--- src/dcf_pkg.sv ---
// Shared types and constants of the DMA channel with status flags.
package dcf_pkg;

  // Item kinds
  localparam logic [1:0] REQ_READ  = 2'd0;
  localparam logic [1:0] REQ_WRITE = 2'd1;
  localparam logic [1:0] REQ_XFER  = 2'd2;

  // Register word offsets (reg_offset with the low two bits dropped)
  localparam logic [5:0] WOFS_STATUS  = 6'h00;  // 0x00
  localparam logic [5:0] WOFS_CLEAR   = 6'h01;  // 0x04
  localparam logic [5:0] WOFS_CONTROL = 6'h02;  // 0x08
  localparam logic [5:0] WOFS_COUNT   = 6'h03;  // 0x0C
  localparam logic [5:0] WOFS_PBASE   = 6'h04;  // 0x10
  localparam logic [5:0] WOFS_MBASE   = 6'h05;  // 0x14

  localparam int unsigned CTRL_W = 15;

  // Control bits
  localparam int unsigned C_EN   = 0;
  localparam int unsigned C_TCIE = 1;
  localparam int unsigned C_HTIE = 2;
  localparam int unsigned C_TEIE = 3;
  localparam int unsigned C_DIR  = 4;
  localparam int unsigned C_CIRC = 5;
  localparam int unsigned C_PINC = 6;
  localparam int unsigned C_MINC = 7;

  // Status flag bits
  localparam logic [3:0] F_GLOBAL = 4'h1;
  localparam logic [3:0] F_DONE   = 4'h2;
  localparam logic [3:0] F_HALF   = 4'h4;
  localparam logic [3:0] F_ERROR  = 4'h8;

  typedef struct packed {
    logic [31:0] read_data;
    logic        irq_pulse;
    logic        beat_valid;
    logic [31:0] source_addr;
    logic [2:0]  source_bytes;
    logic [31:0] dest_addr;
    logic [2:0]  dest_bytes;
  } result_t;

endpackage

--- src/dma_channel_with_flags_core.sv ---
// Top level of the single DMA channel with register file and status flags.
//
// One DMA channel with its register file. Every input beat is a register
// read, a register write (1, 2 or 4 bytes merged into the addressed byte
// lanes), a transfer or an ignored kind, each giving exactly one output beat.
// Registers: 0x00 status (global, complete, half, error), 0x04 write-1-to-
// clear, 0x08 control, 0x0C count, 0x10 peripheral base, 0x14 memory base.
// Setting EN latches count and bases into working pointers; a request while
// active with a nonzero count issues one transfer (addresses and byte counts
// in the direction DIR selects), advances the pointers, counts down, raises
// half/complete flags, reloads in circular mode and pulses irq_pulse. The
// bus error for that transfer arrives with the request and stops the channel.
// Rate: one input beat per cycle while not stalled. The state update and
// result are computed in a single pass of logic and land in one result
// register; the input is ready whenever that register is empty or is being
// drained in the same cycle, so a stalled consumer holds off the next beat.
module dma_channel_with_flags_core (
  input  logic        clk,
  input  logic        rst,
  input  logic        in_valid,
  output logic        in_ready,
  input  logic [1:0]  req_type,
  input  logic [7:0]  reg_offset,
  input  logic [2:0]  access_size,
  input  logic [31:0] write_data,
  input  logic        bus_error,
  output logic        out_valid,
  input  logic        out_ready,
  output logic [31:0] read_data,
  output logic        irq_pulse,
  output logic        beat_valid,
  output logic [31:0] source_addr,
  output logic [2:0]  source_bytes,
  output logic [31:0] dest_addr,
  output logic [2:0]  dest_bytes
);
  import dcf_pkg::*;

  logic    take;
  result_t core_res;
  result_t held_res;

  assign take = in_valid && in_ready;

  // register file and transfer engine; state advances on each accepted beat
  dcf_core u_core (
    .clk         (clk),
    .rst         (rst),
    .take        (take),
    .req_type    (req_type),
    .reg_offset  (reg_offset),
    .access_size (access_size),
    .write_data  (write_data),
    .bus_error   (bus_error),
    .result      (core_res)
  );

  dcf_out_reg u_out (
    .clk       (clk),
    .rst       (rst),
    .load      (take),
    .din       (core_res),
    .room      (in_ready),
    .out_valid (out_valid),
    .out_ready (out_ready),
    .dout      (held_res)
  );

  assign read_data    = held_res.read_data;
  assign irq_pulse    = held_res.irq_pulse;
  assign beat_valid   = held_res.beat_valid;
  assign source_addr  = held_res.source_addr;
  assign source_bytes = held_res.source_bytes;
  assign dest_addr    = held_res.dest_addr;
  assign dest_bytes   = held_res.dest_bytes;

endmodule

--- src/dcf_core.sv ---
// Channel regs, enable tracking, transfer engine; one item per cycle on take.
module dcf_core (
  input  logic            clk,
  input  logic            rst,
  input  logic            take,
  input  logic [1:0]      req_type,
  input  logic [7:0]      reg_offset,
  input  logic [2:0]      access_size,
  input  logic [31:0]     write_data,
  input  logic            bus_error,
  output dcf_pkg::result_t result
);
  import dcf_pkg::*;

  logic [3:0]        status_flags,   status_flags_next;
  logic [CTRL_W-1:0] control_word,   control_word_next;
  logic [31:0]       item_count,     item_count_next;
  logic [31:0]       periph_base,    periph_base_next;
  logic [31:0]       mem_base,       mem_base_next;
  logic [31:0]       latched_count,  latched_count_next;
  logic [31:0]       periph_pointer, periph_pointer_next;
  logic [31:0]       mem_pointer,    mem_pointer_next;
  logic              channel_active, channel_active_next;

  logic [5:0]  word_ofs;
  logic [4:0]  lane_sh;
  logic [31:0] lane_msk;
  logic [31:0] put_msk;
  logic [31:0] put_val;
  logic [31:0] rd_word;
  logic [2:0]  pbytes;
  logic [2:0]  mbytes;
  logic [31:0] half_cnt;
  logic [31:0] cnt_dec;
  logic [3:0]  clr_bits;
  logic [CTRL_W-1:0] ctrl_wr;
  logic        fire;

  function automatic logic [2:0] size_bytes(input logic [1:0] code);
    unique case (code)
      2'd0:    size_bytes = 3'd1;
      2'd1:    size_bytes = 3'd2;
      default: size_bytes = 3'd4;
    endcase
  endfunction

  // Byte-lane placement; odd sizes act as one byte
  always_comb begin
    word_ofs = reg_offset[7:2];
    if (access_size == 3'd4) begin
      lane_sh  = 5'd0;
      lane_msk = 32'hFFFF_FFFF;
    end else if (access_size == 3'd2) begin
      lane_sh  = {reg_offset[1], 4'b0000};
      lane_msk = 32'h0000_FFFF;
    end else begin
      lane_sh  = {reg_offset[1:0], 3'b000};
      lane_msk = 32'h0000_00FF;
    end
    put_msk = lane_msk << lane_sh;
    put_val = (write_data << lane_sh) & put_msk;
  end

  always_comb begin
    unique case (word_ofs)
      WOFS_STATUS:  rd_word = {28'd0, status_flags};
      WOFS_CONTROL: rd_word = {{(32-CTRL_W){1'b0}}, control_word};
      WOFS_COUNT:   rd_word = item_count;
      WOFS_PBASE:   rd_word = periph_base;
      WOFS_MBASE:   rd_word = mem_base;
      default:      rd_word = 32'd0;
    endcase
  end

  assign pbytes   = size_bytes(control_word[9:8]);
  assign mbytes   = size_bytes(control_word[11:10]);
  assign half_cnt = latched_count >> 1;
  assign cnt_dec  = item_count - 32'd1;
  assign ctrl_wr  = CTRL_W'((control_word & ~put_msk[CTRL_W-1:0]) | put_val[CTRL_W-1:0]);

  always_comb begin
    clr_bits = put_val[3:0];
    if (clr_bits[0]) begin
      clr_bits = 4'hF;
    end
  end

  always_comb begin
    status_flags_next   = status_flags;
    control_word_next   = control_word;
    item_count_next     = item_count;
    periph_base_next    = periph_base;
    mem_base_next       = mem_base;
    latched_count_next  = latched_count;
    periph_pointer_next = periph_pointer;
    mem_pointer_next    = mem_pointer;
    channel_active_next = channel_active;
    result              = '0;
    fire                = 1'b0;

    case (req_type)
      REQ_READ: begin
        result.read_data = (rd_word >> lane_sh) & lane_msk;
      end
      REQ_WRITE: begin
        unique case (word_ofs)
          WOFS_CLEAR: status_flags_next = status_flags & ~clr_bits;
          WOFS_CONTROL: begin
            control_word_next = ctrl_wr;
            // rising enable latches the working copies
            if (ctrl_wr[C_EN] && !channel_active) begin
              channel_active_next = 1'b1;
              latched_count_next  = item_count;
              periph_pointer_next = periph_base;
              mem_pointer_next    = mem_base;
            end else if (!ctrl_wr[C_EN] && channel_active) begin
              channel_active_next = 1'b0;
            end
          end
          WOFS_COUNT: item_count_next  = (item_count & ~put_msk) | put_val;
          WOFS_PBASE: periph_base_next = (periph_base & ~put_msk) | put_val;
          WOFS_MBASE: mem_base_next    = (mem_base & ~put_msk) | put_val;
          default: ;
        endcase
      end
      REQ_XFER: begin
        if (channel_active && (item_count != 32'd0)) begin
          result.beat_valid = 1'b1;
          if (control_word[C_DIR]) begin
            result.source_addr  = mem_pointer;
            result.source_bytes = mbytes;
            result.dest_addr    = periph_pointer;
            result.dest_bytes   = pbytes;
          end else begin
            result.source_addr  = periph_pointer;
            result.source_bytes = pbytes;
            result.dest_addr    = mem_pointer;
            result.dest_bytes   = mbytes;
          end
          if (bus_error) begin
            status_flags_next        = status_flags | F_GLOBAL | F_ERROR;
            control_word_next[C_EN]  = 1'b0;
            channel_active_next      = 1'b0;
            fire                     = control_word[C_TEIE];
          end else begin
            if (control_word[C_PINC]) begin
              periph_pointer_next = periph_pointer + {29'd0, pbytes};
            end
            if (control_word[C_MINC]) begin
              mem_pointer_next = mem_pointer + {29'd0, mbytes};
            end
            item_count_next = cnt_dec;
            if ((half_cnt != 32'd0) && (cnt_dec == half_cnt)) begin
              status_flags_next = status_flags_next | F_GLOBAL | F_HALF;
              fire = fire | control_word[C_HTIE];
            end
            if (cnt_dec == 32'd0) begin
              status_flags_next = status_flags_next | F_GLOBAL | F_DONE;
              fire = fire | control_word[C_TCIE];
              if (control_word[C_CIRC]) begin
                item_count_next     = latched_count;
                periph_pointer_next = periph_base;
                mem_pointer_next    = mem_base;
              end
            end
          end
          result.irq_pulse = fire;
        end
      end
      default: ;
    endcase
  end

  always_ff @(posedge clk) begin
    if (rst) begin
      status_flags   <= '0;
      control_word   <= '0;
      item_count     <= '0;
      periph_base    <= '0;
      mem_base       <= '0;
      latched_count  <= '0;
      periph_pointer <= '0;
      mem_pointer    <= '0;
      channel_active <= 1'b0;
    end else if (take) begin
      status_flags   <= status_flags_next;
      control_word   <= control_word_next;
      item_count     <= item_count_next;
      periph_base    <= periph_base_next;
      mem_base       <= mem_base_next;
      latched_count  <= latched_count_next;
      periph_pointer <= periph_pointer_next;
      mem_pointer    <= mem_pointer_next;
      channel_active <= channel_active_next;
    end
  end

endmodule

--- src/dcf_out_reg.sv ---
// Result register with valid/ready handshake toward the consumer.
module dcf_out_reg (
  input  logic             clk,
  input  logic             rst,
  input  logic             load,
  input  dcf_pkg::result_t din,
  output logic             room,
  output logic             out_valid,
  input  logic             out_ready,
  output dcf_pkg::result_t dout
);
  import dcf_pkg::*;

  // free when empty or the held beat leaves this cycle
  assign room = !out_valid || out_ready;

  always_ff @(posedge clk) begin
    if (rst) begin
      out_valid <= 1'b0;
    end else if (load) begin
      out_valid <= 1'b1;
    end else if (out_ready) begin
      out_valid <= 1'b0;
    end
  end

  always_ff @(posedge clk) begin
    if (load) begin
      dout <= din;
    end
  end

endmodule

--- config.mk ---
export PLATFORM = sky130hd
export DESIGN_NAME = dma_channel_with_flags_core
export DESIGN_NICKNAME = d
export VERILOG_FILES = /design/src/dcf_pkg.sv /design/src/dma_channel_with_flags_core.sv /design/src/dcf_core.sv /design/src/dcf_out_reg.sv
export SDC_FILE = /design/constraint.sdc
export NUM_CORES = 1
export LEC_CHECK = 0
export ABC_CLOCK_PERIOD_IN_PS = 11400
export BUFFER_PORTS_ARGS = -buffer_cell sky130_fd_sc_hd__buf_2
export CAP_MARGIN = 20
export CORE_MARGIN = 4
export CORE_UTILIZATION = 25
export CTS_CLUSTER_DIAMETER = 150
export DETAILED_ROUTE_END_ITERATION = 16
export PLACE_DENSITY = 0.44
export SLEW_MARGIN = 5
export SYNTH_ARGS = -nofsm -noshare
export SYNTH_HDL_FRONTEND = slang
export SYNTH_SLANG_ARGS = --single-unit
--- constraint.sdc ---
create_clock -name clk -period 11.4 [get_ports clk]
set_clock_uncertainty 0.05 [all_clocks]
set_input_delay 0 -clock clk [delete_from_list [all_inputs] [get_ports clk]]
set_output_delay 0 -clock clk [all_outputs]
set_load 0.02 [all_outputs]
==> impl_metrics.toml, run 1 <==
[run_status]
status = "complete, no violations"

[clocking]
worstSkewPairLatency_ns = 0.58
clk_pin_slew_ns = 0.06
clk_path_buf_depth = 3
cts_tree = "yes"
cts_made_buffers = 39
htreeDepth = 2
cts.sinks = 317
root_buffer = "clkbuf_16"

[routing]
drt_pass1_iterations = 8
num_vias = 16464
dr.first_iter.drc_count = 1667
drc_errors = 0
routed_wl_um = 71500
viasPerCell = 5.27
wl_per_cell_um = 22.9
ant_nets = 0

[finish]
multiInputGateArea_um2 = 9500
n_fill_cell = 7527
layout_common_cells = "nor2_1, dfxtp_1, nand2_1"
final_common_cell = "nor2_1"
seq_area_um2 = 7390
area_growth_pct = 17.9
drive_above_1_share = 0.142
fin_nets = 2218
postLayoutCoreUtil = 0.297

[place]
io_buffers = 155
place_congestion = 0.924
dp_hpwl_um = 52600

[critical_path]
worstPathMaxFanout = 100
cp_data_required_time_ns = 11.84
crit_family = "compound AO/OA/AOI/OAI gates"
cp-start-kind = "flip-flop"
path_buf_inv = 2
worstPathArrival_ns = 5.98
crit_slowest_cell = "a2111oi_4"
critPathKind = "reg2reg"
cp_cell_sequence = "inv_1 > ha_1 > nor3b_1 > nand4_1 > o21ai_0 > nand4_1 > a2111oi_4 > a31o_4 > buf_4 > o21ai_0 > a221oi_1"
max_stage_delay_ns = 0.97
crit_path_end_kind = "flip-flop"

[job]
maxCapViolations = 0

[sta]
finalSetupViolations = 0
max_slew_margin = 0.279
slew_violations = 0
fin_crit_ns = 5.54
fin_crit_sh = 0.486
worst_slew_pin_slew_ns = 1.08
hold_violations = 0
max_freq_ghz = 0.180
final.setup.tns_ns = 0
rsz0062_at_grt = "no"

[global_route]
grt_use_total = 0.186
grt.overflow.total = 0
antenna_found_initial = 3
grt_pass1_vias = 15666
grt_max_degree = 101
grt_pass1_wl_um = 106000

[synthesis]
synthDistinctLibCells = 77
async_flop_share = 0
synthesis.area_um2 = 17600
synth_edf_count = 104
avgSynthCellArea_um2 = 8.46
synth_nets = 2146
yosys_most_used_dff = "dfxtp_1"
ys_ff_latch = 317
synthCells = 2083
yosysWarnings = 0
ys_seq_area_frac = 0.419

[power]
irDropWorstVdd_uv = 81.4
report.power.total_w = 0.00304
leakage_nw = 6.84
powerDensity_nw_per_um2 = 146

[die]
core_area_um2 = 69900
rows = 97
die_area_um2 = 74800
die_y_um = 274
pin_count = 156
dieWidth_um = 274
initial_core_util = 0.252

[worst_hold_path]
hold_path.class = "in2reg"
==> routing by layer <==
layer / share of wire / up-vias / global-route usage
li1: - / 7774 / -
met1: 0.46 / 8017 / 0.260
met2: 0.45 / 572 / 0.292
met3: 0.055 / 101 / 0.0258
met4: 0.039 / 0 / 0.0693
met5: 0 / - / 0
==> worst paths after layout <==
kind                                                  to                    start  depth (start not counted)  slack (ns)
worst max-delay path            u_core.periph_pointer[0]                flip-flop                         11        5.86
worst max register to register  u_core.periph_pointer[0]                flip-flop                         11        5.86
worst min register to register   u_core.latched_count[0]  u_core.latched_count[0]                          2        0.41
worst min-delay path                           flip-flop           write_data[13]                          3        0.06
==> power breakdown <==
group,internal [W],switching (W),total [W]
clock network,0.000830,0.000539,0.00137
registers,0.00119,0.0000288,0.00122
logic,0.000143,0.000310,0.000453
==> per-stage QoR <==
stage               hold slack (ns)  instance area (um2)  worst slack, ns  std cells
finish                       0.0580                20800             5.86       3127
global route                 0.0430                20800             5.54       3126
global placement              0.207                19200             6.08       3037
detailed placement            0.217                19200             5.95       3037
CTS                         0.00263                20700             5.95       3122
floorplan                    0.0795                17600             6.01       2083
==> cell usage after synthesis, drive strengths merged (4+ instances only) <==
master	n	area share
a2111oi	4	0.0031
a211oi	77	0.033
a21o	16	0.0068
a21oi	172	0.049
a221oi	6	0.0030
a222oi	24	0.014
a22oi	33	0.014
a2bb2oi	4	0.0020
a31oi	29	0.010
and2	22	0.0078
and3	17	0.0060
buf	28	0.0084
clkbuf	142	0.030
dfxtp	213	0.24
edfxtp	104	0.18
ha	11	0.0078
inv	30	0.0064
mux2	17	0.011
mux2i	129	0.073
nand2	203	0.043
nand2b	23	0.0082
nand3	49	0.014
nand3b	10	0.0043
nand4	32	0.012
nor2	291	0.062
nor2b	10	0.0035
nor3	63	0.018
nor3b	4	0.0017
nor4	45	0.018
nor4b	4	0.0020
o211ai	7	0.0030
o21ai	100	0.028
o221a	5	0.0032
o22ai	14	0.0050
o41ai	4	0.0020
or2	14	0.0050
or3	21	0.0075
or4	9	0.0043
xnor2	30	0.015
xor2	20	0.0099
==> cells by family (layout without fill, tap and decap cells) <==
kind of cell / count (synthesis) / in the layout / share of synthesized area
compound gates: 529 / 529 / 0.193
xor+xnor: 52 / 52 / 0.0275
fa+ha+maj: 13 / 13 / 0.0101
buf+inv: 202 / 305 / 0.0455
flops: 317 / 317 / 0.419
mux: 146 / 146 / 0.0841
other cells: 0 / 1 / 0
simple gates: 824 / 824 / 0.221
==> area by class of cell <==
type                       instances  share of cell area
multi-input combinational       1564               0.458
sequential                       317               0.356
clock buffer                      56              0.0576
tap                              940              0.0566
timing repair buffer             201              0.0558
clock inverter                    16              0.0107
inverter                          32             0.00578
antenna                            1            0.000120
==> worst reg2reg max path, delay by kind of cell (launching register included) <==
kind | cells | cell delay [ns]
compound gates | 5 | 2.40
simple gates | 3 | 1.45
flops | 1 | 0.45
fa+ha+maj | 1 | 0.21
buf+inv | 2 | 0.90
==> timing repair <==
item | in CTS | in global routing
resized for setup | 0 | 0
hold endpoints to repair | 88 | 0
hold buffers | 13 | 0
endpoints found under the setup margin | 0 | 0
setup buffers | 0 | 0
Power figures use the tool's default switching activity.
==> run 2, diff against run 1 <==
--- a/config.mk
+++ b/config.mk
@@ -5,7 +5,7 @@
 export SDC_FILE = /design/constraint.sdc
 export NUM_CORES = 1
 export LEC_CHECK = 0
-export ABC_CLOCK_PERIOD_IN_PS = 11400
+export ABC_CLOCK_PERIOD_IN_PS = 5800
 export BUFFER_PORTS_ARGS = -buffer_cell sky130_fd_sc_hd__buf_2
 export CAP_MARGIN = 20
 export CORE_MARGIN = 4
==> constraint.sdc (replaced) <==
create_clock -name clk -period 5.8 [get_ports clk]
set_clock_uncertainty 0.05 [all_clocks]
set_input_delay 0 -clock clk [delete_from_list [all_inputs] [get_ports clk]]
set_output_delay 0 -clock clk [all_outputs]
set_load 0.02 [all_outputs]
==> run 2 against run 1 <==
Sequential share of layout area decreased by 0.14 points. First-iteration DRC count fell by 4.3%. Global-route usage up 0.30 points. Total power is 94% higher. Final cell count rose by 0.67%. Fmax rose by 17%. Hold slack worse by 0.0031 ns. Via count barely moved. Sequential power grew 96%. Core utilization increased by 0.12 points. Clock-buffer cell count is 5 higher. Design area increased by 0.39%.
==> impl_metrics.toml, run 2 (synthesis gave the netlist of run 1 again) <==
[run_status]
status = "complete, no violations"

[sta]
fin_crit_sh = 0.814
slew_violations = 0
max_slew_margin = 0.232
final.setup.tns_ns = 0
finalSetupViolations = 0
hold_violations = 0
worst_slew_pin_slew_ns = 1.14
max_freq_ghz = 0.212
rsz0062_at_grt = "no"
fin_crit_ns = 4.72

[power]
pwr-share-comb = 0.157
leakage_nw = 6.88
p_int_w = 0.00414
pwr-share-seq = 0.406
irDropWorstVdd_uv = 194
powerDensity_nw_per_um2 = 282
p_sw_w = 0.00175
sw_frac_of_total = 0.297
p_clk_frac = 0.437

[die]
die_area_um2 = 74800
dieWidth_um = 274
rows = 97
die_y_um = 274
core_area_um2 = 69900
initial_core_util = 0.252
pin_count = 156

[global_route]
use_met2 = 0.298
top_usage_layer = "met2"
gr-usage-met3 = 0.0278
met1_usage = 0.261
grt_max_degree = 101
grt_pass1_wl_um = 107000
grt_pass1_vias = 15789
grt_use_total = 0.189
antenna_found_initial = 2
grt.overflow.total = 0

[worst_hold_path]
hold_path.class = "in2reg"
hold_depth = 3

[place]
place_congestion = 0.965
dp_hpwl_um = 53900
io_buffers = 155
placed_cells = 3054

[clocking]
cts_setup_buffers = 0
cts.sinks = 317
clk_path_buf_depth = 3
worstSkewPairLatency_ns = 0.60
root_buffer = "clkbuf_16"
cts_tree = "yes"
htreeDepth = 2
clk_pin_slew_ns = 0.06
cts_made_buffers = 41

[finish]
drive_above_1_share = 0.144
postLayoutCoreUtil = 0.298
fin_nets = 2238
final_cells = 3148
layout_common_cells = "nor2_1, dfxtp_1, nand2_1"
num_antenna_cells = 0
n_fill_cell = 7576
final_common_cell = "nor2_1"
area_growth_pct = 18.3

[critical_path]
worstPathMaxFanout = 26
rr_worst_depth = 14
critPathKind = "reg2reg"
cp-start-kind = "flip-flop"
crit_path_end_kind = "flip-flop"
worstPathArrival_ns = 5.18
cp_data_required_time_ns = 6.26

[routing]
wl_per_cell_um = 23.1
viasPerCell = 5.23
routed_wl_um = 72800
drc_errors = 0
num_vias = 16453
dr.first_iter.drc_count = 1596
drt_pass1_iterations = 7
ant_nets = 0

[job]
maxCapViolations = 0
[run 2: changes by cell type in the layout (fill, tap and decap cells not counted), sizes merged]
cell | before | now
buf | 188 | 203
bufinv | 4 | 2
clkbuf | 56 | 61
clkinv | 12 | 13
clkinvlp | 1 | 2
diode | 1 | 0
dlygate4sd3 | 13 | 16
inv | 31 | 30
[run 2: through the flow]
step           worst slack (ns)  hold WS [ns]  instance area (um2)  total power, W
2_1_floorplan             0.415        0.0795                17600         0.00299
3_3_place_gp               1.23         0.209                19300         0.00335
3_5_place_dp               1.18         0.217                19300         0.00334
4_1_cts                    1.16      0.000830                20800         0.00595
5_1_grt                   0.818        0.0788                20900         0.00611
6_report                   1.08        0.0549                20900         0.00589
[run 2: power groups by stage]
stage	Clock [W]	Sequential [W]	Combinational (W)
after global routing	0.00273	0.00240	0.000985
after detailed placement	0	0.00244	0.000901
final	0.00257	0.00239	0.000925
after CTS	0.00264	0.00239	0.000912
after global placement	0	0.00244	0.000907
after floorplan	0	0.00246	0.000533
[run 2: what timing repair did]
action | 4_1_cts | 5_1_grt
endpoints found under the setup margin | 0 | 0
gates resized for setup | 0 | 0
hold buffers | 16 | 0
endpoints found under the hold margin | 89 | 0
[run 2: path summary, 6_finish.rpt]
path / start / to / slack [ns]
worst max-delay path: flip-flop / u_core.periph_pointer[8] / 1.08
worst min-delay path: write_data[14] / flip-flop / 0.05
worst max register to register: flip-flop / u_core.periph_pointer[8] / 1.08
worst min register to register: u_core.latched_count[0] / u_core.latched_count[0] / 0.41
[run 2: worst max-delay path, stage by stage (launching register included)]
cell and delay, ns:
dfxtp_1 0.43, inv_1 0.14, ha_1 0.21, nor3b_1 0.74
nand4_1 0.19, buf_4 0.25, or3_1 0.44, nand4_1 0.15
nor4_2 0.06, buf_4 0.22, a31oi_4 0.86, buf_4 0.33
nor2_1 0.09, a41o_1 0.20, a211oi_1 0.23
[run 2: layout make-up]
cell class,instances,area (um2),area share
repair buffers,219,1320,0.0631
clock buffers,61,1170,0.0562
well taps,940,1180,0.0564
multi-input cells,1564,9500,0.456
flip-flops and latches,317,7390,0.354
clock inverters,15,176,0.00846
inverters,32,120,0.00576
[run 2: layer usage]
metal  wire (um)  up-vias
li1            -     7820
met1       33000     7958
met2       32500      556
met3        4160      119
met4        3050        0
met5           0        -
